<file path="config.mk">
export PLATFORM = sky130hd
export DESIGN_NAME = webcam_vlc_dpcm_frame_decoder_top
export DESIGN_NICKNAME = d
export VERILOG_FILES = /design/src/hw/rtl/vlcd_pkg.sv /design/src/hw/rtl/vlcd_queue.sv /design/src/hw/rtl/vlcd_core.sv /design/src/hw/rtl/webcam_vlc_dpcm_frame_decoder_top.sv
export SDC_FILE = /design/constraint.sdc
export NUM_CORES = 1
export LEC_CHECK = 0
export ABC_AREA = 1
export BUFFER_PORTS_ARGS = -buffer_cell sky130_fd_sc_hd__buf_2
export CAP_MARGIN = 20
export CORE_ASPECT_RATIO = 0.6
export CORE_MARGIN = 5
export CORE_UTILIZATION = 40
export DETAILED_ROUTE_END_ITERATION = 8
export HOLD_SLACK_MARGIN = 0.05
export SLEW_MARGIN = 20
export SYNTH_ARGS = -nofsm -noshare
export SYNTH_HDL_FRONTEND = slang
export SYNTH_SLANG_ARGS = --single-unit
</file>
<file path="constraint.sdc">
create_clock -name clk -period 17.6 [get_ports clk]
set_clock_uncertainty 0.15 [all_clocks]
set_input_delay 1.76 -clock clk [delete_from_list [all_inputs] [get_ports clk]]
set_output_delay 1.76 -clock clk [all_outputs]
set_load 0.02 [all_outputs]
</file>
<file path="src/hw/rtl/vlcd_pkg.sv">
`timescale 1ns / 1ps
// ----------------------------------------------------------------------------
// vlcd_pkg: shared types and constants of the DPCM frame decoder
// Status codes, phase encodings, result and geometry records.
// ----------------------------------------------------------------------------
package vlcd_pkg;

  localparam int DATA_W   = 8;
  localparam int LEN_W    = 13;  // configuration register width
  localparam int CFG_IDX_W = 2;
  localparam int PIX_W    = 14;  // pixel count field of a header
  localparam int BITS_W   = 16;  // payload bit count
  localparam int SAMP_W   = 16;  // samples left in a packet
  localparam int COL_W    = 16;  // column within a line of samples
  localparam int PITCH_W  = 16;  // samples per line
  localparam int AREA_W   = 26;  // pixels per frame

  localparam logic [CFG_IDX_W-1:0] REG_LINE_WIDTH   = 2'd0;
  localparam logic [CFG_IDX_W-1:0] REG_FRAME_HEIGHT = 2'd1;

  localparam logic [LEN_W-1:0] LINE_WIDTH_RESET   = 13'd320;
  localparam logic [LEN_W-1:0] FRAME_HEIGHT_RESET = 13'd240;

  typedef enum logic [2:0] {
    ST_OK       = 3'd0,
    ST_BAD_LEN  = 3'd1,
    ST_INCOMPL  = 3'd2,
    ST_OVERFLOW = 3'd3,
    ST_BAD_POS  = 3'd4,
    ST_SHORT    = 3'd5,
    ST_SIZE     = 3'd6
  } status_t;

  typedef enum logic [2:0] {
    HP_B0, HP_B1, HP_B2, HP_B3, HP_PAY, HP_SKIP
  } hdr_phase_t;

  typedef enum logic [1:0] {
    CP_PREFIX, CP_FIRST, CP_REST
  } code_phase_t;

  typedef enum logic [1:0] {
    CS_HEAD, CS_BITS, CS_CLOSE, CS_FLUSH
  } core_state_t;

  typedef struct packed {
    logic [DATA_W-1:0] sample;
    logic              is_status;
    status_t           code;
    logic              run_end;
  } result_t;

  typedef struct packed {
    logic [PITCH_W-1:0] pitch;
    logic [AREA_W-1:0]  area;
  } geom_t;

endpackage

</file>
<file path="src/hw/rtl/vlcd_queue.sv">
`timescale 1ns / 1ps
// ----------------------------------------------------------------------------
// vlcd_queue: input byte queue
// Two-entry queue that takes input beats and holds them for the decoder core.
// ----------------------------------------------------------------------------
module vlcd_queue (
  input  logic                      clk,
  input  logic                      rst,
  input  logic                      in_valid,
  output logic                      in_stall,
  input  logic [vlcd_pkg::DATA_W-1:0] in_byte,
  input  logic                      in_last,
  output logic                      q_valid,
  output logic [vlcd_pkg::DATA_W-1:0] q_byte,
  output logic                      q_last,
  input  logic                      q_pop
);
  import vlcd_pkg::*;

  logic [DATA_W:0] mem [2];
  logic            wr_ptr;
  logic            rd_ptr;
  logic [1:0]      count;
  logic            push;
  logic            pop;

  assign in_stall = (count == 2'd2);
  assign q_valid  = (count != 2'd0);
  assign push     = in_valid && !in_stall;
  assign pop      = q_pop && q_valid;
  assign q_byte   = mem[rd_ptr][DATA_W:1];
  assign q_last   = mem[rd_ptr][0];

  always_ff @(posedge clk) begin
    if (push) begin
      mem[wr_ptr] <= {in_byte, in_last};
    end
  end

  always_ff @(posedge clk) begin
    if (rst) begin
      wr_ptr <= 1'b0;
      rd_ptr <= 1'b0;
      count  <= 2'd0;
    end else begin
      if (push) begin
        wr_ptr <= !wr_ptr;
      end
      if (pop) begin
        rd_ptr <= !rd_ptr;
      end
      count <= count + {1'b0, push} - {1'b0, pop};
    end
  end

endmodule

</file>
<file path="src/hw/rtl/vlcd_core.sv">
`timescale 1ns / 1ps
// ----------------------------------------------------------------------------
// vlcd_core: packet parser and bit-serial code decoder
// Works on the byte at the head of the queue, one payload bit per cycle when not stalled.
// ----------------------------------------------------------------------------
module vlcd_core #(
  parameter int MAX_PACKET_BYTES = 1024
) (
  input  logic                        clk,
  input  logic                        rst,
  input  logic                        q_valid,
  input  logic [vlcd_pkg::DATA_W-1:0] q_byte,
  input  logic                        q_last,
  output logic                        q_pop,
  input  vlcd_pkg::geom_t             geom,
  input  logic                        out_ready,
  output logic                        push,
  output vlcd_pkg::result_t           push_res
);
  import vlcd_pkg::*;

  localparam int PKT_W = $clog2(MAX_PACKET_BYTES);

  core_state_t state, state_next;
  hdr_phase_t  hphase, hphase_next;
  logic [23:0] hold, hold_next;
  logic [PKT_W-1:0] pkt_left, pkt_left_next;
  logic [BITS_W-1:0] bits_left, bits_left_next;
  logic [SAMP_W-1:0] samples_left, samples_left_next;
  code_phase_t cphase, cphase_next;
  logic [4:0] clen, clen_next;
  logic [4:0] cval, cval_next;
  logic [COL_W-1:0] col, col_next;
  logic [DATA_W-1:0] recent [3];
  logic [DATA_W-1:0] recent_next [3];
  logic [AREA_W-1:0] psf, psf_next;
  logic first, first_next;
  logic zero, zero_next;
  logic [2:0] bit_idx, bit_idx_next;
  logic pend_valid;
  result_t pend;

  logic gen;
  result_t gres;
  logic byte_done, want_bits, want_close, dec_en, do_reset;
  logic go, need_push;

  // Header fields.
  logic [BITS_W-1:0] hdr_bits;
  logic [PIX_W-1:0]  hdr_pix;
  logic [1:0]        pos;
  logic [16:0]       plen_sum;
  logic [13:0]       plen;
  logic [AREA_W:0]   pix_sum;
  logic              pos_bad_mid;
  logic              pos_bad_last;

  assign hdr_bits    = {hold[7:0], q_byte};
  assign hdr_pix     = {hold[21:16], hold[15:8]};
  assign pos         = hold[23:22];
  assign plen_sum    = 17'(hdr_bits) + 17'd47;
  assign plen        = {plen_sum[16:4], 1'b0};
  assign pix_sum     = (AREA_W+1)'(psf) + (AREA_W+1)'(hdr_pix);
  assign pos_bad_mid = !first && (pos != 2'd0);
  assign pos_bad_last = (pos != 2'd1);

  // Datapath: next values of the frame state for the current step.
  always_comb begin
    logic bit_v, act, put;
    logic [4:0] pv, v, l2;
    logic [DATA_W-1:0] s;
    hphase_next       = hphase;
    hold_next         = hold;
    pkt_left_next     = pkt_left;
    bits_left_next    = bits_left;
    samples_left_next = samples_left;
    cphase_next       = cphase;
    clen_next         = clen;
    cval_next         = cval;
    col_next          = col;
    recent_next       = recent;
    psf_next          = psf;
    first_next        = first;
    zero_next         = zero;
    gen = 1'b0;
    gres = '0;
    byte_done = 1'b0;
    want_bits = 1'b0;
    want_close = 1'b0;
    dec_en = 1'b0;
    do_reset = 1'b0;
    bit_v = 1'b0;
    act = 1'b0;
    put = 1'b0;
    pv = '0;
    v = '0;
    l2 = '0;
    s = '0;

    unique case (state)
      CS_HEAD: begin
        if (q_valid) begin
          unique case (hphase)
            HP_B0, HP_B1, HP_B2: begin
              byte_done = 1'b1;
              if (q_last) begin
                gen = 1'b1; gres.is_status = 1'b1; gres.code = ST_SIZE;
                do_reset = 1'b1;
              end else begin
                hold_next = {hold[15:0], q_byte};
                hphase_next = hdr_phase_t'(hphase + 3'd1);
              end
            end
            HP_B3: begin
              byte_done = 1'b1;
              if (q_last) begin
                gen = 1'b1; gres.is_status = 1'b1; gres.code = ST_SIZE;
                do_reset = 1'b1;
              end else if (plen > MAX_PACKET_BYTES) begin
                gen = 1'b1; gres.is_status = 1'b1; gres.code = ST_BAD_LEN;
                hphase_next = HP_SKIP;
              end else if (pix_sum > (AREA_W+1)'(geom.area)) begin
                gen = 1'b1; gres.is_status = 1'b1; gres.code = ST_OVERFLOW;
                hphase_next = HP_SKIP;
              end else if (first && (pos != 2'd2)) begin
                gen = 1'b1; gres.is_status = 1'b1; gres.code = ST_BAD_POS;
                hphase_next = HP_SKIP;
              end else begin
                psf_next = AREA_W'(pix_sum);
                samples_left_next = SAMP_W'({hdr_pix, 1'b0}) + SAMP_W'(hdr_pix);
                bits_left_next = hdr_bits;
                pkt_left_next = PKT_W'(plen - 14'd4);
                cphase_next = CP_PREFIX;
                clen_next = '0;
                cval_next = '0;
                zero_next = (hdr_pix == '0);
                if (plen == 14'd4) begin
                  // An empty packet always fails: either its position or
                  // its unused sample count.
                  gen = 1'b1; gres.is_status = 1'b1;
                  gres.code = pos_bad_mid ? ST_BAD_POS : ST_SHORT;
                  hphase_next = HP_SKIP;
                end else begin
                  hphase_next = HP_PAY;
                end
              end
            end
            HP_PAY: begin
              if (pkt_left > PKT_W'(1)) begin
                if (q_last) begin
                  gen = 1'b1; gres.is_status = 1'b1; gres.code = ST_INCOMPL;
                  do_reset = 1'b1;
                  byte_done = 1'b1;
                end else begin
                  dec_en = 1'b1;
                  want_bits = 1'b1;
                end
              end else if (q_last ? pos_bad_last : pos_bad_mid) begin
                gen = 1'b1; gres.is_status = 1'b1; gres.code = ST_BAD_POS;
                byte_done = 1'b1;
                if (q_last) begin
                  do_reset = 1'b1;
                end else begin
                  hphase_next = HP_SKIP;
                end
              end else begin
                dec_en = 1'b1;
                want_bits = 1'b1;
              end
            end
            default: begin
              byte_done = 1'b1;
              do_reset = q_last;
            end
          endcase
        end
      end
      CS_BITS: begin
        dec_en = 1'b1;
        if (bit_idx == 3'd0) begin
          if (pkt_left > PKT_W'(1)) begin
            pkt_left_next = pkt_left - PKT_W'(1);
            byte_done = 1'b1;
          end else begin
            pkt_left_next = '0;
            want_close = 1'b1;
          end
        end else begin
          want_bits = 1'b1;
        end
      end
      CS_CLOSE: begin
        byte_done = 1'b1;
        if ((samples_left != '0) || zero) begin
          gen = 1'b1; gres.is_status = 1'b1; gres.code = ST_SHORT;
          if (q_last) begin
            do_reset = 1'b1;
          end else begin
            hphase_next = HP_SKIP;
          end
        end else if (q_last) begin
          gen = 1'b1; gres.is_status = 1'b1;
          gres.code = (psf == geom.area) ? ST_OK : ST_SIZE;
          do_reset = 1'b1;
        end else begin
          hphase_next = HP_B0;
          first_next = 1'b0;
        end
      end
      default: begin
      end
    endcase

    // One payload bit, most significant first.
    if (dec_en) begin
      bit_v = q_byte[bit_idx];
      act = (bits_left != '0) && (samples_left != '0);
      if (act) begin
        bits_left_next = bits_left - BITS_W'(1);
        if (cphase == CP_PREFIX) begin
          if (bit_v) begin
            if (clen != 5'd31) begin
              clen_next = clen + 5'd1;
            end
          end else if (clen == 5'd0) begin
            put = 1'b1;
            pv = '0;
          end else begin
            cphase_next = CP_FIRST;
            cval_next = '0;
          end
        end else begin
          v = cval;
          if (cphase == CP_FIRST) begin
            v = bit_v ? 5'd0
                      : (5'd1 - ((clen < 5'd5) ? (5'd1 << clen[2:0]) : 5'd0));
          end
          l2 = (clen != 5'd0) ? (clen - 5'd1) : 5'd0;
          if (bit_v && (l2 < 5'd5)) begin
            v = v + (5'd1 << l2[2:0]);
          end
          clen_next = l2;
          cval_next = v;
          cphase_next = CP_REST;
          if (l2 == 5'd0) begin
            cphase_next = CP_PREFIX;
            put = 1'b1;
            pv = v;
          end
        end
      end
      if (put) begin
        s = {pv, 3'b000};
        if (col >= COL_W'(3)) begin
          s = s + recent[0];
        end
        recent_next[0] = recent[1];
        recent_next[1] = recent[2];
        recent_next[2] = s;
        col_next = ((17'(col) + 17'd1) >= 17'(geom.pitch)) ? '0 : col + COL_W'(1);
        samples_left_next = samples_left - SAMP_W'(1);
        gen = 1'b1;
        gres.sample = s;
      end
    end

    if (do_reset) begin
      hphase_next       = HP_B0;
      hold_next         = '0;
      pkt_left_next     = '0;
      bits_left_next    = '0;
      samples_left_next = '0;
      cphase_next       = CP_PREFIX;
      clen_next         = '0;
      cval_next         = '0;
      col_next          = '0;
      recent_next[0]    = '0;
      recent_next[1]    = '0;
      recent_next[2]    = '0;
      psf_next          = '0;
      first_next        = 1'b1;
      zero_next         = 1'b0;
    end
  end

  // Sequencer: next state.
  always_comb begin
    state_next = state;
    unique case (state)
      CS_FLUSH: state_next = CS_HEAD;
      default: begin
        if (byte_done) begin
          state_next = (pend_valid || gen) ? CS_FLUSH : CS_HEAD;
        end else if (want_bits) begin
          state_next = CS_BITS;
        end else if (want_close) begin
          state_next = CS_CLOSE;
        end
      end
    endcase
  end

  // Sequencer: outputs.
  always_comb begin
    need_push = (state == CS_FLUSH) || (gen && pend_valid);
    go = ((state != CS_HEAD) || q_valid) && (!need_push || out_ready);
    push = go && need_push;
    push_res = pend;
    push_res.run_end = (state == CS_FLUSH);
    q_pop = go && ((state == CS_FLUSH) || (byte_done && !(pend_valid || gen)));
  end

  always_ff @(posedge clk) begin
    if (go && gen) begin
      pend <= gres;
    end
  end

  always_ff @(posedge clk) begin
    if (rst) begin
      state        <= CS_HEAD;
      pend_valid   <= 1'b0;
      bit_idx      <= 3'd7;
      hphase       <= HP_B0;
      hold         <= '0;
      pkt_left     <= '0;
      bits_left    <= '0;
      samples_left <= '0;
      cphase       <= CP_PREFIX;
      clen         <= '0;
      cval         <= '0;
      col          <= '0;
      recent[0]    <= '0;
      recent[1]    <= '0;
      recent[2]    <= '0;
      psf          <= '0;
      first        <= 1'b1;
      zero         <= 1'b0;
    end else if (go) begin
      state        <= state_next;
      if (state == CS_FLUSH) begin
        pend_valid <= 1'b0;
      end else if (gen) begin
        pend_valid <= 1'b1;
      end
      bit_idx      <= bit_idx_next;
      hphase       <= hphase_next;
      hold         <= hold_next;
      pkt_left     <= pkt_left_next;
      bits_left    <= bits_left_next;
      samples_left <= samples_left_next;
      cphase       <= cphase_next;
      clen         <= clen_next;
      cval         <= cval_next;
      col          <= col_next;
      recent       <= recent_next;
      psf          <= psf_next;
      first        <= first_next;
      zero         <= zero_next;
    end
  end

  assign bit_idx_next = (dec_en && (want_bits || (state == CS_HEAD)) && !byte_done)
                        ? (bit_idx - 3'd1) : 3'd7;

endmodule

</file>
<file path="src/hw/rtl/webcam_vlc_dpcm_frame_decoder_top.sv">
`timescale 1ns / 1ps
// ----------------------------------------------------------------------------
// webcam_vlc_dpcm_frame_decoder_top: packetized DPCM camera-frame decoder
// Turns a compressed frame, one byte per beat, into sample and status beats.
// ----------------------------------------------------------------------------
// The input channel (in_valid/in_stall) carries one compressed byte per beat,
// with last_byte marking the final byte of a frame. Bytes enter a two-entry
// queue, so the source is stalled only when the queue is full.
// The core walks each payload byte one code bit per cycle while the output
// register can take results; a packet's final byte then takes a close step
// for the packet checks, and a byte that produced any result takes a flush
// step to hand over its last result. Header and skipped bytes take the head
// step, plus the flush step when they produce a result. The core finishes
// one byte before it takes the next, paced by the bit-serial decode loop.
// The output channel (out_valid/out_stall) carries one result per beat:
// a decoded sample or a frame status; run_end marks the last result a byte
// caused. Results sit in an output register; while the receiver stalls, the
// core holds at the next result and the queue keeps taking bytes until full.
// A byte's first result waits in a pending register and moves to the output
// register when the byte makes its next result, or in the flush step at the
// byte's end.
// Configuration (cfg_valid/cfg_ready, always ready) writes line_width at
// index 0 and frame_height at index 1; other indexes are ignored. Writes are
// expected only while the decoder is idle.
// Synchronous reset empties the queue and output register, restores the
// width to 320 and height to 240 and starts a new frame.
// ----------------------------------------------------------------------------
module webcam_vlc_dpcm_frame_decoder_top #(
  parameter int MAX_WIDTH        = 4096,
  parameter int MAX_HEIGHT       = 4096,
  parameter int MAX_PACKET_BYTES = 1024
) (
  input  logic                           clk,
  input  logic                           rst,
  input  logic                           in_valid,
  output logic                           in_stall,
  input  logic [7:0]                     data_byte,
  input  logic                           last_byte,
  output logic                           out_valid,
  input  logic                           out_stall,
  output logic [7:0]                     sample_value,
  output logic                           is_status,
  output logic [2:0]                     status_code,
  output logic                           run_end,
  input  logic                           cfg_valid,
  output logic                           cfg_ready,
  input  logic [vlcd_pkg::CFG_IDX_W-1:0] cfg_index,
  input  logic [vlcd_pkg::LEN_W-1:0]     cfg_data
);
  import vlcd_pkg::*;

  logic [LEN_W-1:0] line_width;
  logic [LEN_W-1:0] frame_height;
  logic [LEN_W-1:0] eff_w;
  logic [LEN_W-1:0] eff_h;
  geom_t            geom;

  logic              q_valid;
  logic [DATA_W-1:0] q_byte;
  logic              q_last;
  logic              q_pop;
  logic              out_ready;
  logic              push;
  result_t           push_res;
  result_t           out_res;

  assign cfg_ready = 1'b1;

  always_ff @(posedge clk) begin
    if (rst) begin
      line_width   <= LINE_WIDTH_RESET;
      frame_height <= FRAME_HEIGHT_RESET;
    end else if (cfg_valid && cfg_ready) begin
      if (cfg_index == REG_LINE_WIDTH) begin
        line_width <= cfg_data;
      end else if (cfg_index == REG_FRAME_HEIGHT) begin
        frame_height <= cfg_data;
      end
    end
  end

  // Clamp the geometry and register the line pitch and frame area, so the
  // multiply stays off the decode path.
  always_comb begin
    if (line_width == '0) begin
      eff_w = LEN_W'(1);
    end else if (line_width > MAX_WIDTH) begin
      eff_w = LEN_W'(MAX_WIDTH);
    end else begin
      eff_w = line_width;
    end
    if (frame_height == '0) begin
      eff_h = LEN_W'(1);
    end else if (frame_height > MAX_HEIGHT) begin
      eff_h = LEN_W'(MAX_HEIGHT);
    end else begin
      eff_h = frame_height;
    end
  end

  always_ff @(posedge clk) begin
    geom.pitch <= PITCH_W'({eff_w, 1'b0}) + PITCH_W'(eff_w);
    geom.area  <= AREA_W'(AREA_W'(eff_w) * AREA_W'(eff_h));
  end

  vlcd_queue u_queue (
    .clk      (clk),
    .rst      (rst),
    .in_valid (in_valid),
    .in_stall (in_stall),
    .in_byte  (data_byte),
    .in_last  (last_byte),
    .q_valid  (q_valid),
    .q_byte   (q_byte),
    .q_last   (q_last),
    .q_pop    (q_pop)
  );

  vlcd_core #(
    .MAX_PACKET_BYTES (MAX_PACKET_BYTES)
  ) u_core (
    .clk       (clk),
    .rst       (rst),
    .q_valid   (q_valid),
    .q_byte    (q_byte),
    .q_last    (q_last),
    .q_pop     (q_pop),
    .geom      (geom),
    .out_ready (out_ready),
    .push      (push),
    .push_res  (push_res)
  );

  // Output register: loads a result whenever it is empty or being taken.
  assign out_ready = !out_valid || !out_stall;

  always_ff @(posedge clk) begin
    if (rst) begin
      out_valid <= 1'b0;
    end else if (out_ready) begin
      out_valid <= push;
    end
  end

  always_ff @(posedge clk) begin
    if (push && out_ready) begin
      out_res <= push_res;
    end
  end

  assign sample_value = out_res.sample;
  assign is_status    = out_res.is_status;
  assign status_code  = out_res.code;
  assign run_end      = out_res.run_end;

`ifndef SYNTHESIS
  // A status beat carries no sample.
  a_status_no_sample: assert property (@(posedge clk) disable iff (rst)
    out_valid && is_status |-> sample_value == 8'd0)
    else $error("status beat with nonzero sample");

  // A sample beat carries the ok code.
  a_sample_ok_code: assert property (@(posedge clk) disable iff (rst)
    out_valid && !is_status |-> status_code == ST_OK)
    else $error("sample beat with nonzero status code");

  // A status is always the final result of its byte.
  a_status_ends_run: assert property (@(posedge clk) disable iff (rst)
    out_valid && is_status |-> run_end)
    else $error("status beat without run_end");
`endif

endmodule
</file>
* Yosys cells after proc, flatten, opt, wreduce, memory -nomap -nowiden
Memory sizes are Yosys's and may differ from the RTL's. A register that Yosys moved wholly into a read port is not among the register bits.
Cells that the tools add are included.
** Operators by class
- Order comparisons :: 10
- Eq/ne operators :: 33
- Add/sub/neg operators :: 19
- Shift-type cells :: 2
- Multiplexer cells :: 206
- Reductions and logical operators :: 72
- Multiply operators :: 1
- Bitwise gates (word level) :: 1
** Operators with widths (number)
- 16-bit 2-to-1 mux :: 24
- 26-bit 2-to-1 mux :: 8
- 24-bit 2-to-1 mux :: 8
- 5-bit 2-to-1 mux :: 38
- 10-bit 2-to-1 mux :: 9
- 1-bit 2-to-1 mux :: 56
- 13-bit 2-to-1 mux :: 4
- 4-bit 2-to-1 mux :: 12
- 3-bit 2-to-1 mux :: 14
- 2-bit 2-to-1 mux :: 19
- 16-bit nonzero test :: 2
- 16-bit by 1-bit subtractor with 16-bit output (second input constant) :: 2
- 26-bit by 14-bit adder with 27-bit output :: 1
- 27-bit by 26-bit > comparator with 1-bit output :: 1
- 26-bit equality test :: 1
- 13-bit > comparator (second input constant) :: 2
- 13-bit zero test :: 2
- 13-bit by 13-bit multiplier with 26-bit output :: 1
- 2-bit nonzero test :: 11
- 10-bit case mux with 2 select lines :: 1
- 9-bit AND reduction :: 2
- 16-bit by 1-bit adder with 17-bit output (second input constant) :: 1
- 16-bit by 6-bit adder with 17-bit output (second input constant) :: 1
- 17-bit by 15-bit greater-or-equal comparator with 1-bit output :: 1
- 62 further kinds :: 123
** Storage, ports and cells
- Bits in registers :: 252
- Memories kept :: 1
- Word-level logic and storage cells :: 378
- Bits in writable memories :: 18
- Bits of input ports :: 29
- Output and inout port bits :: 16
** Memory list
- u_queue.mem :: depth 2, bits a word 9, read ports 1, clocked after Yosys merged registers in 1, write ports 1, RTL line vlcd_queue.sv:20 : logic [DATA_W:0] mem [2];

* Longest topological paths before layout
Gate-level depths: netlist of the first run.
- Depth after elaboration :: 21
- Mapped depth :: 39
- Depth with buffers taken out :: 37

* Cells and area by module
From an unflattened synthesis of the first run, not the netlist that was laid out.
** Unflattened totals
- Cell total of the unflattened synthesis :: 3657
- Area total of the unflattened synthesis :: 24532.3 um^2
** By module, submodules not included
- vlcd_core :: cells an instance 2411, seq. area each 3463.3 um^2, area each 14619.0 um^2, times used 1
- webcam_vlc_dpcm_frame_decoder_top :: cells an instance 1178, seq. area each 1751.7 um^2, area each 8966.1 um^2, times used 1
- vlcd_queue :: cells an instance 68, seq. area each 640.6 um^2, area each 947.2 um^2, times used 1

* Worst setup path before layout of the first run
No wires, ideal clock.
- Path type :: register to register
- Start point :: register line_width[8]
- End point :: register, netlist name geom[25]
- Arrival time :: 6374 ps
- Setup time :: 112 ps
- Setup slack :: 10964 ps
- Data required time :: 17338 ps
- Clock period less this slack :: 6636 ps
- Path buffers :: 0
- Cell stages (with the launch flop) :: 30
- Cell sequence :: dfxtp_1 nor4_1 nand3_1 nand2_1 clkinv_1 nor2_1 inv_1 nor2_1 fa_1 fa_1 inv_1 fa_1 inv_1 fa_1 fa_1 ha_1 a21oi_1 o21ai_0 a21oi_1 o21ai_0 a21boi_0 o21ai_0 a21boi_0 o21ai_0 nand2_1 nand2_1 a21oi_1 inv_1 nand2_1 nand2_1
** Between the ends
- Longest elaborated chain between the ends :: 4
- Elaborated cells between the ends (all ways) :: 5
- Those cells by class :: mul: 1; order compare: 1; mux: 2; reduce/logical: 1
** Ends and longest elaborated chain
- start, declared :: RTL line webcam_vlc_dpcm_frame_decoder_top.sv:52 : logic [LEN_W-1:0] line_width;
- start signal, assigned :: RTL line webcam_vlc_dpcm_frame_decoder_top.sv:75 : line_width <= cfg_data;
- 13-bit > comparator :: RTL line webcam_vlc_dpcm_frame_decoder_top.sv:87 : end else if (line_width > MAX_WIDTH) begin
- 13-bit 2-to-1 mux :: RTL line webcam_vlc_dpcm_frame_decoder_top.sv:87
- 13-bit 2-to-1 mux * :: RTL line webcam_vlc_dpcm_frame_decoder_top.sv:85 : if (line_width == '0) begin
- 13-bit by 13-bit multiplier with 26-bit output * :: RTL line webcam_vlc_dpcm_frame_decoder_top.sv:103 : geom.area <= AREA_W'(AREA_W'(eff_w) * AREA_W'(eff_h));
Mark *: on every way between the ends. The rest lies on a longest branch, timed or not.
A chain may end at the register's enable or synchronous reset.

* Worst setup path after layout of the first run
- Start point :: register line_width[8]
- End point :: register, netlist name geom[25]
** Between the ends
- Longest elaborated chain between the ends :: 4
- Elaborated cells between the ends (all ways) :: 5
- Those cells by class :: mul: 1; order compare: 1; mux: 2; reduce/logical: 1
** Ends and longest elaborated chain (RTL line)
- 13-bit > comparator :: webcam_vlc_dpcm_frame_decoder_top.sv:87
- 13-bit 2-to-1 mux :: webcam_vlc_dpcm_frame_decoder_top.sv:87
- 13-bit 2-to-1 mux * :: webcam_vlc_dpcm_frame_decoder_top.sv:85
- 13-bit by 13-bit multiplier with 26-bit output * :: webcam_vlc_dpcm_frame_decoder_top.sv:103
Marks and branches as above.

==> impl_metrics.csv, run 1 <==
group,metric,value,unit
setup_path,critPathRequiredTime,17.93,ns
route,drtPass1Iterations,5,
clock_network,clock-root-buffer,"clkbuf_16",
timing,fin_ws,9.42,ns
power_and_ir_drop,power.switching,1990,uW
logic_synthesis,synth.ff_latch_count,271,
placed_design,dp_cells,4064,
timing,setup_viol,0,
timing,fin_crit_sh,0.465,
final_layout,final_cells,4120,
clock_network,clk_latency,0.59,ns
setup_path,rr_endpoint,"geom[25]$_DFF_P_",
route,viasPerCell,5.14,
setup_path,start_kind,"flip-flop",
clock_network,cts_resized,0,
power_and_ir_drop,clkPwrFrac,0.176,
power_and_ir_drop,total_leakage_power,0.0125,uW
die,io-pin-count,45,
die,die_area,64000,sq um
final_layout,nets,3672,
clock_network,clkSinkCount,271,
route,drc,0,
final_layout,drive_above_1_share,0.0597,
clock_network,numCtsBuffers,30,
die,start_util,0.407,
grt,grt_pass1_wl,111,mm
logic_synthesis,synth_edf_count,43,
grt,antenna_found_initial,2,
timing,clock.fmax,122,MHz
route,vias,21200,
setup_path,r2r_start,"line_width[8]$_SDFFE_PP1P_",
route,totalWireLength,68.8,mm
setup_path,r2r_setup_slack,9.42,ns
logic_synthesis,synthArstFlopShare,0,
final_layout,multi_input_area,15100,sq um
final_layout,diodes,0,
timing,max_slew_margin,0.311,
logic_synthesis,ys_seq_area_frac,0.248,
placed_design,port_buffers,43,
setup_path,critical_path_buf_inv_count,5,
final_layout,ff_latch_area,5860,sq um
grt,grt_max_degree,73,
power_and_ir_drop,vdd_drop_max,0.0000829,V
run,cap_violations,0,
placed_design,dpl_worst_slack,9.52,ns
setup_path,r2r_cells,29,
route,wl_per_cell,16.7,microns
placed_design,post-dp-hpwl,51.5,mm
power_and_ir_drop,power.internal,1930,uW
placed_design,dpl-instance-area,24300,sq um
grt,globalRouteTotalUtil,0.215,
clock_network,path_clk_slew,0.06,ns
grt,grt_pass1_vias,19500,
clock_network,h-tree-depth,1,
grt,grt.overflow.total,0,
clock_network,cts_tree,"built",
timing,worstMarginPinSlew,1.03,ns
die,num_rows,68,
clock_network,post-cts-setup-buffers,0,
timing,final-max-slew-violation-count,0,
worst_hold_path,hp-start,"u_core.push_res[12]$_SDFFCE_PN0P_",
power_and_ir_drop,p_sw_frac,0.508,
setup_path,crit_path_end_kind,"flip-flop",
logic_synthesis,synthFlopType,"dfxtp_1",
setup_path,slowest_stage,"nor2_1",
final_layout,fillers,5989,
timing,fin_crit,8.18,ns
clock_network,clk_path_buf_depth,3,
logic_synthesis,yosysUniqueCellTypes,60,
timing,timing.hold.ws,0.270,ns
setup_path,cpLargestDelayFamily,"adder cells",
logic_synthesis,synth_warnings,0,
placed_design,gp_congestion,0.972,
power_and_ir_drop,power.density,154,nW/um^2
power_and_ir_drop,pwr-share-comb,0.579,
final_layout,area_growth,7.79,%
die,fp.dieW,323,microns
setup_path,cpPeakStageDelay,0.78,ns
setup_path,path_class,"flip-flop to flip-flop",
timing,rsz0062_at_grt,"no",
outcome,status,"finished, final reports clean",
final_layout,final_area,25400,sq um
route,detail-route-antenna-nets,0,
worst_hold_path,whs_endpoint,"sample_value[7]$_DFFE_PP_",
worst_hold_path,hold_class,"flip-flop to flip-flop",
logic_synthesis,syn_area_per_cell,7.04,sq um
setup_path,path_max_fanout,11,
timing,finalSetupTns,0,ns
logic_synthesis,netlist_area,23600,sq um
logic_synthesis,synthCells,3350,
route,drt_iter0_markers,2029,
setup_path,crit_arrival,8.52,ns
logic_synthesis,synth_nets,3696,
worst_hold_path,holdPathStages,0,
timing,final_hold_viol_count,0,
die,coreArea,57900,sq um
die,die_height,198,microns
power_and_ir_drop,pwr-share-seq,0.245,
clock_network,postCtsHoldBufs,0,
## cell usage in the layout, fill, tap and decap left out, types with 4 or more instances in the layout
master,count
a21boi_0,4
a21o_1,6
a21oi_1,183
a31oi_1,8
buf_2,43
buf_4,24
bufinv_16,4
clkbuf_16,31
clkbuf_8,4
clkinv_1,6
clkinv_2,6
clkinv_4,6
dfxtp_1,228
edfxtp_1,43
fa_1,126
ha_1,191
inv_1,528
inv_2,14
nand2_1,797
nand2_2,18
nand2_4,10
nand3_1,107
nand3_2,5
nand4_1,140
nor2_1,384
nor2_2,6
nor3_1,49
nor3b_1,4
nor4_1,14
o2111ai_1,4
o211ai_1,29
o21ai_0,129
o21ai_2,5
o21bai_1,6
o221ai_1,5
o22ai_1,5
o31ai_1,5
xnor2_1,29
xor2_1,97
## layout make-up
class / instances / area share
repair buffers: 67 / 0.0156
clock buffers: 38 / 0.0331
multi-input cells: 2405 / 0.593
flip-flops and latches: 271 / 0.230
clock inverters: 18 / 0.00872
inverters: 551 / 0.0817
well taps: 770 / 0.0379
## per-layer routing
metal / GRT usage / share of wire / vias to the layer above
li1: - / - / 10600
met1: 0.365 / 0.53 / 9677
met2: 0.265 / 0.34 / 805
met3: 0.0622 / 0.12 / 59
met4: 0.0238 / 0.011 / 0
met5: 0 / 0 / -
## how the worst max path moves through the flow
stage	startpoint	endpoint	slack (ns)	cells past startpoint
2_1_floorplan	line_width[8]$_SDFFE_PP1P_	geom[25]$_DFF_P_	10.96	29
3_3_place_gp	line_width[8]$_SDFFE_PP1P_	geom[25]$_DFF_P_	9.70	29
3_5_place_dp	line_width[8]$_SDFFE_PP1P_	geom[25]$_DFF_P_	9.52	29
4_1_cts	line_width[8]$_SDFFE_PP1P_	geom[25]$_DFF_P_	9.52	29
5_1_grt	line_width[8]$_SDFFE_PP1P_	geom[25]$_DFF_P_	8.65	29
6_report	line_width[8]$_SDFFE_PP1P_	geom[25]$_DFF_P_	9.42	29
## flip-flops by register name, indices dropped and copies added, names as in the netlist, 3 cells and up, named ones only
signal	count
u_core.cval	5
u_core.push_res	12
u_core.recent	24
u_core.samples_left	16
u_core.hold	24
u_core.hphase	3
u_queue.mem	18
u_core.col	16
u_core.bits_left	16
sample_value	8
u_core.clen	5
status_code	3
u_core.pkt_left	10
geom	41
u_core.psf	26
line_width	13
u_core.bit_idx	3
frame_height	13
## synthesized netlist by cell type (19+ instances only)
master / count / area, sq um
o21ai_0: 129 / 646
nand2_1: 797 / 2990
nand3_1: 107 / 536
inv_1: 529 / 1990
nand4_1: 140 / 876
dfxtp_1: 228 / 4560
fa_1: 126 / 2520
buf_2: 24 / 120
o211ai_1: 29 / 218
xor2_1: 97 / 850
nor3_1: 49 / 245
ha_1: 191 / 2390
a21oi_1: 183 / 916
nor2_1: 384 / 1440
xnor2_1: 29 / 254
nand2_2: 19 / 119
clkbuf_1: 67 / 251
edfxtp_1: 43 / 1290
## logic make-up (layout without fill, tap and decap cells)
logic type / count (synthesis) / count (layout) / share of synthesized area
simple gates: 1552 / 1552 / 0.284
xor+xnor: 126 / 126 / 0.0468
flops: 271 / 271 / 0.248
other cells: 1 / 1 / 0.000159
compound gates: 409 / 409 / 0.0982
fa+ha+maj: 317 / 317 / 0.208
buf+inv: 674 / 674 / 0.114
## power by group through the flow
| stage | clock [uW] | combinational [uW] | sequential, uW |
|---|---|---|---|
| after global placement | 0 | 2220 | 971 |
| after detailed placement | 0 | 2220 | 970 |
| after floorplan | 0 | 1700 | 925 |
| final | 690 | 2270 | 963 |
| after CTS | 706 | 2230 | 957 |
| after global routing | 732 | 2570 | 981 |
## metrics by stage
step                      total power (uW)   util
final                                 3920  0.438
after floorplan                       2620      -
after global routing                  4280  0.438
after detailed placement              3190  0.420
after CTS                             3900  0.438
after global placement                3190  0.420
Power figures use the tool's default switching activity.
==> run 2: changes to the inputs <==
==> constraint.sdc (replaced) <==
create_clock -name clk -period 7.7 [get_ports clk]
set_clock_uncertainty 0.15 [all_clocks]
set_input_delay 0.77 -clock clk [delete_from_list [all_inputs] [get_ports clk]]
set_output_delay 0.77 -clock clk [all_outputs]
set_load 0.02 [all_outputs]
==> run 2 against run 1 <==
  * Total power rose by 130%
  * Hold slack worse by 0.041 ns
  * Die area stayed put
  * Worst setup slack got worse by 8.9 ns
  * Fmax up 14%
  * Utilization is 0.42 points higher
  * Critical path type unchanged
  * Final area rose by 0.95%
  * Count of clock-buffer cells in the layout is 1 lower
  * Critical path depth increased by 1
  * Via count increased by 0.59%
  * Critical endpoint unchanged
  * Global-route usage down 0.24 points
  * Combinational power is 130% higher
==> impl_metrics.csv, run 2 (same netlist as run 1, synthesis figures left out) <==
group,metric,value,unit
grt,antenna_found_initial,1,
grt,grt_pass1_wl,110,mm
setup_path,cpPeakStageDelay,0.55,ns
timing,fin_crit,7.19,ns
outcome,status,"finished, final reports clean",
placed_design,port_buffers,43,
setup_path,path_max_fanout,8,
route,viasPerCell,5.12,
final_layout,largest_reg_flops,41,
run,cap_violations,0,
route,drt_iter0_markers,2118,
timing,final-max-slew-violation-count,0,
timing,fin_ws,0.515,ns
die,die_height,198,microns
clock_network,postCtsHoldBufs,0,
setup_path,start_kind,"flip-flop",
clock_network,clock-root-buffer,"clkbuf_16",
grt,grt_pass1_vias,19500,
timing,finalSetupTns,0,ns
worst_hold_path,holdPathStages,1,
die,start_util,0.407,
route,vias,21300,
final_layout,drive_above_1_share,0.0702,
setup_path,path_class,"flip-flop to flip-flop",
grt,grt_max_degree,96,
final_layout,post-route-util,0.443,
final_layout,top_register,"geom",
die,coreArea,57900,sq um
timing,fin_crit_sh,0.933,
clock_network,clk_path_buf_depth,3,
clock_network,numCtsBuffers,30,
setup_path,crit_arrival,7.51,ns
clock_network,h-tree-depth,1,
timing,rsz0062_at_grt,"no",
timing,clock.fmax,139,MHz
die,fp.dieW,323,microns
final_layout,diodes,0,
power_and_ir_drop,finalPower,8880,uW
route,totalWireLength,68.4,mm
timing,final_hold_viol_count,0,
die,num_rows,68,
clock_network,clkSinkCount,271,
final_layout,layout_commonest_cell,"nand2_1",
grt,globalRouteTotalUtil,0.213,
placed_design,gp_congestion,0.962,
power_and_ir_drop,total_leakage_power,0.0127,uW
route,wl_per_cell,16.5,microns
setup_path,path_common_cell,"nand2_1",
route,drtPass1Iterations,6,
final_layout,mostFrequentLayoutCells,"nand2_1, inv_1, nor2_1",
route,detail-route-antenna-nets,0,
power_and_ir_drop,power.density,346,nW/um^2
placed_design,dpl_worst_slack,0.457,ns
timing,max_slew_margin,0.381,
die,io-pin-count,45,
timing,worstMarginPinSlew,0.919,ns
setup_path,crit_path_end_kind,"flip-flop",
die,die_area,64000,sq um
final_layout,largestRegisters,"geom (41), u_core.psf (26)",
route,drc,0,
power_and_ir_drop,vdd_drop_max,0.000202,V
placed_design,post-dp-hpwl,51.4,mm
setup_path,slowest_stage,"fa_1",
worst_hold_path,hold_class,"primary input to flip-flop",
clock_network,clk_latency,0.60,ns
setup_path,critPathRequiredTime,8.03,ns
grt,grt.overflow.total,0,
clock_network,cts_tree,"built",
final_layout,nets,3712,
setup_path,r2r_cells,30,
final_layout,area_growth,8.82,%
clock_network,path_clk_slew,0.06,ns
timing,setup_viol,0,
run 2: changes by cell type in the layout (fill, tap and decap cells not counted), moves of 2 or more:
cell,previous run,this run
clkinv_1,6,9
clkinv_4,6,4
buf_12,0,2
bufinv_16,4,1
clkinvlp_4,2,4
buf_4,24,62
run 2: stage by stage:
step	instances	hold WS [ns]	area [sq um]
global route	4158	0.198	25600
floorplan	3350	0.250	23600
detailed placement	4104	0.256	24700
global placement	4104	0.252	24700
CTS	4158	0.201	25600
finish	4158	0.229	25600
run 2: report_power, final:
| group | switching [uW] | internal, uW | total (uW) |
|---|---|---|---|
| sequential | 335 | 1850 | 2190 |
| combinational | 3540 | 1690 | 5230 |
| clock | 660 | 806 | 1470 |
| total | 4540 | 4340 | 8880 |
run 2: worst paths after layout:
| path | start | end | slack [ns] |
|---|---|---|---|
| max | frame_height[8]$_SDFFE_PP0P_ | geom[25]$_DFF_P_ | 0.51 |
| min reg2reg | u_core.push_res[4]$_DFFE_PP_ | is_status$_DFFE_PP_ | 0.27 |
| max reg2reg | frame_height[8]$_SDFFE_PP0P_ | geom[25]$_DFF_P_ | 0.51 |
| min | data_byte[4] | u_queue.mem[1][5]$_DFFE_PP_ | 0.23 |
run 2: timing repair:
item	CTS	global route
setup endpoints to repair	0	3
resized for setup	0	4
buffers inserted	0	0
run 2: critical path: cells and delay by family (launching register included):
family | cells | cell delay (ns)
buffers and inverters | 6 | 0.60
AND/OR/NAND/NOR | 9 | 1.43
flip-flops | 1 | 0.31
AO/OA/AOI/OAI | 9 | 1.78
adder cells (fa/ha/maj) | 6 | 2.79
run 2: area by class of cell:
cell class / count / area, sq um
flip-flops and latches: 271 / 5860
repair buffers: 107 / 721
clock buffers: 37 / 838
inverters: 551 / 2070
clock inverters: 17 / 135
fillers: 5921 / 32300
well taps: 770 / 963
multi-input cells: 2405 / 15100
run 2: layer usage:
| layer | vias up | share of wire | GRT usage | wire length, microns |
|---|---|---|---|---|
| li1 | 10700 | - | - | - |
| met1 | 9692 | 0.53 | 0.356 | 36400 |
| met2 | 845 | 0.34 | 0.264 | 23500 |
| met3 | 56 | 0.11 | 0.0652 | 7790 |
| met4 | 0 | 0.011 | 0.0249 | 764 |
| met5 | - | 0 | 0 | 0 |
==> run 3: changes to the inputs <==
--- a/config.mk
+++ b/config.mk
@@ -5,7 +5,6 @@
 export SDC_FILE = /design/constraint.sdc
 export NUM_CORES = 1
 export LEC_CHECK = 0
-export ABC_AREA = 1
 export BUFFER_PORTS_ARGS = -buffer_cell sky130_fd_sc_hd__buf_2
 export CAP_MARGIN = 20
 export CORE_ASPECT_RATIO = 0.6
==> run 3 against run 2 <==
  * Sequential cell count unchanged
  * Cell count decreased by 20%
  * Routed wire length decreased by 5.9%
  * Utilization about the same
  * Fmax increased by 0.38%
  * Count of clock-buffer cells in the layout decreased by 6
  * Final area decreased by 6.8%
  * Sequential power decreased by 21%
  * Total power decreased by 38%
  * Clock power increased by 3%
  * Critical path depth decreased by 7
==> impl_metrics.csv, run 3 <==
group,metric,value,unit
outcome,status,"finished, final reports clean",
final_layout,nets,2951,
final_layout,diodes,0,
setup_path,critPathRequiredTime,7.98,ns
worst_hold_path,hold_class,"primary input to flip-flop",
clock_network,path_clk_slew,0.07,ns
worst_hold_path,holdPathStages,1,
final_layout,final_area,23900,sq um
die,fp.dieW,311,microns
power_and_ir_drop,total_leakage_power,0.0106,uW
timing,final-max-slew-violation-count,0,
timing,clock.fmax,140,MHz
die,die_area,59400,sq um
timing,fin_crit,7.16,ns
setup_path,start_kind,"flip-flop",
logic_synthesis,syn_area_per_cell,8.39,sq um
setup_path,path_max_fanout,10,
final_layout,multi_input_area,14500,sq um
setup_path,crit_path_end_kind,"flip-flop",
clock_network,post-cts-setup-buffers,0,
logic_synthesis,synth_top_area_cell,"dfxtp_1",
clock_network,clock-root-buffer,"clkbuf_16",
timing,max_slew_margin,0.327,
final_layout,ff_latch_area,5860,sq um
logic_synthesis,synthCells,2597,
placed_design,dpl-instance-area,22900,sq um
grt,grt_pass1_wl,103,mm
placed_design,gp_congestion,0.971,
logic_synthesis,synth_nets,2943,
timing,setup_viol,0,
setup_path,path_depth,23,
route,drc,0,
route,drtPass1Iterations,5,
die,num_rows,66,
power_and_ir_drop,vdd_drop_max,0.000171,V
run,cap_violations,0,
setup_path,cpLargestDelayFamily,"adder cells",
logic_synthesis,netlist.area_leader.share,0.210,
timing,final_hold_viol_count,0,
die,start_util,0.403,
clock_network,h-tree-depth,1,
logic_synthesis,netlist_area,21800,sq um
route,totalWireLength,64.4,mm
setup_path,path_cells,"nor4_1, a31oi_1, or2_2, inv_1, nand2_1, fa_1, fa_1, inv_1, fa_1, inv_1, fa_1, inv_1, fa_1, ha_1, nand3_1, a2111oi_0, buf_4, nor2_1, a2111oi_1, o21a_1, o21a_1, o21a_1, o211ai_1",
setup_path,path_common_cell,"fa_1",
final_layout,top_register,"geom",
final_layout,post-route-util,0.442,
grt,grt_max_degree,71,
route,vias,19000,
setup_path,slowest_stage,"fa_1",
logic_synthesis,synth_commonest_cells,"nand2_1, inv_1, dfxtp_1, nor2_1, ha_1",
placed_design,post-dp-hpwl,49.5,mm
setup_path,crit_arrival,7.44,ns
setup_path,cpPeakStageDelay,0.55,ns
die,coreArea,54000,sq um
power_and_ir_drop,power.density,230,nW/um^2
grt,grt_pass1_vias,18200,
clock_network,numCtsBuffers,29,
setup_path,path_class,"flip-flop to flip-flop",
timing,fin_crit_sh,0.930,
logic_synthesis,synthFlopType,"dfxtp_1",
logic_synthesis,synth.ff_latch_count,271,
final_layout,layout_commonest_cell,"nand2_1",
clock_network,clk_latency,0.58,ns
clock_network,clkSinkCount,271,
timing,finalSetupTns,0,ns
clock_network,postCtsHoldBufs,0,
route,detail-route-antenna-nets,0,
grt,antenna_found_initial,0,
final_layout,area_growth,9.68,%
clock_network,cts_tree,"built",
final_layout,drive_above_1_share,0.0753,
logic_synthesis,synthMostInstantiatedCell,"nand2_1",
final_layout,largest_reg_flops,41,
logic_synthesis,synth_edf_count,43,
setup_path,r2r_cells,23,
logic_synthesis,synth_warnings,0,
final_layout,mostFrequentLayoutCells,"nand2_1, inv_1, dfxtp_1",
clock_network,clk_path_buf_depth,3,
setup_path,critical_path_buf_inv_count,5,
placed_design,port_buffers,43,
timing,worstMarginPinSlew,0.997,ns
logic_synthesis,ys_seq_area_frac,0.269,
grt,grt.overflow.total,0,
grt,globalRouteTotalUtil,0.213,
timing,rsz0062_at_grt,"no",
logic_synthesis,synthTopCellsByArea,"dfxtp_1, fa_1, ha_1, edfxtp_1, nand2_1",
route,wl_per_cell,19.3,microns
final_layout,fillers,5381,
die,io-pin-count,45,
logic_synthesis,synthArstFlopShare,0,
route,viasPerCell,5.69,
logic_synthesis,yosysUniqueCellTypes,89,
die,die_height,191,microns
final_layout,largestRegisters,"geom (41), u_core.psf (26)",
route,drt_iter0_markers,1843,
## run 3: cell count changes after synthesis, moves of 29 or more
| cell | previous run | this run |
|---|---|---|
| nand4_1 | 140 | 26 |
| nand2_1 | 797 | 332 |
| inv_1 | 529 | 260 |
| nor2_1 | 384 | 204 |
| nand3_1 | 107 | 75 |
| xor2_1 | 97 | 60 |
| mux2i_1 | 0 | 45 |
| nor2b_1 | 0 | 33 |
| a21oi_1 | 183 | 154 |
| xnor2_1 | 29 | 88 |
## run 3: cell type report
type	count	share of cell area
well taps	714	0.0374
repair buffers	98	0.0274
inverters	268	0.0421
clock buffers	31	0.0311
clock inverters	23	0.0110
multi-input cells	1937	0.606
flip-flops and latches	271	0.245
## run 3: report_power, final
| part | total [uW] | internal [uW] | switching [uW] | leakage, uW |
|---|---|---|---|---|
| Sequential | 1730 | 1590 | 146 | 0.00225 |
| Clock | 1510 | 871 | 642 | 0.000483 |
| Combinational | 2240 | 780 | 1460 | 0.00787 |
| Total | 5490 | 3240 | 2250 | 0.0106 |
## run 3: cells by family (layout without fill, tap and decap cells)
kind of cell               Yosys count  after routing  synth area share
and+or+nand+nor                    892            892             0.192
AOI/OAI and AO/OA                  518            518             0.154
buffers and inverters              389            420            0.0697
adders and majority gates          317            317             0.225
DFF                                271            271             0.269
xor gates and xnor gates           148            148            0.0595
muxes                               61             61            0.0305
other                                1              1          0.000172
## run 3: timing repair
action / 4_1_cts / 5_1_grt
resized for setup: 0 / 2
endpoints found under the setup margin: 0 / 2
endpoints found under the hold margin: 0 / 0
## run 3: worst paths after layout
| check | start | to | slack [ns] |
|---|---|---|---|
| max reg2reg | line_width[1]$_SDFFE_PP0P_ | geom[24]$_DFF_P_ | 0.54 |
| min | data_byte[7] | u_queue.mem[0][8]$_DFFE_PP_ | 0.23 |
| max | line_width[1]$_SDFFE_PP0P_ | geom[24]$_DFF_P_ | 0.54 |
| min reg2reg | u_core.push_res[7]$_SDFFCE_PN0P_ | sample_value[2]$_DFFE_PP_ | 0.28 |
## run 3: through the flow
| stage | power, uW | hold slack [ns] | std cells | worst slack, ns |
|---|---|---|---|---|
| 2_1_floorplan | 3250 | 0.250 | 2597 | 1.34 |
| 5_1_grt | 5800 | 0.208 | 3342 | 0.102 |
| 3_5_place_dp | 3940 | 0.259 | 3288 | 0.557 |
| 6_report | 5490 | 0.234 | 3342 | 0.542 |
| 3_3_place_gp | 3900 | 0.256 | 3288 | 0.653 |
| 4_1_cts | 5470 | 0.211 | 3342 | 0.455 |
## run 3: per-layer routing
metal,track usage,vias to the layer above,wire (microns),share of wire
met5,0,-,0,0
met4,0.0294,0,842,0.013
met3,0.0525,63,6610,0.10
met2,0.275,774,23500,0.37
met1,0.353,9229,33400,0.52
li1,-,8947,-,-
## run 3: worst reg2reg max path: stages, from the launching register on
cell       delay (ns)
dfxtp_1          0.33
nor4_1           0.41
a31oi_1          0.12
or2_2            0.42
inv_1            0.26
nand2_1          0.12
fa_1             0.52
fa_1             0.55
inv_1            0.06
fa_1             0.54
inv_1            0.06
fa_1             0.54
inv_1            0.06
fa_1             0.47
ha_1             0.40
nand3_1          0.11
a2111oi_0        0.43
buf_4            0.21
nor2_1           0.06
a2111oi_1        0.54
o21a_1           0.21
o21a_1           0.16
o21a_1           0.18
o211ai_1         0.11
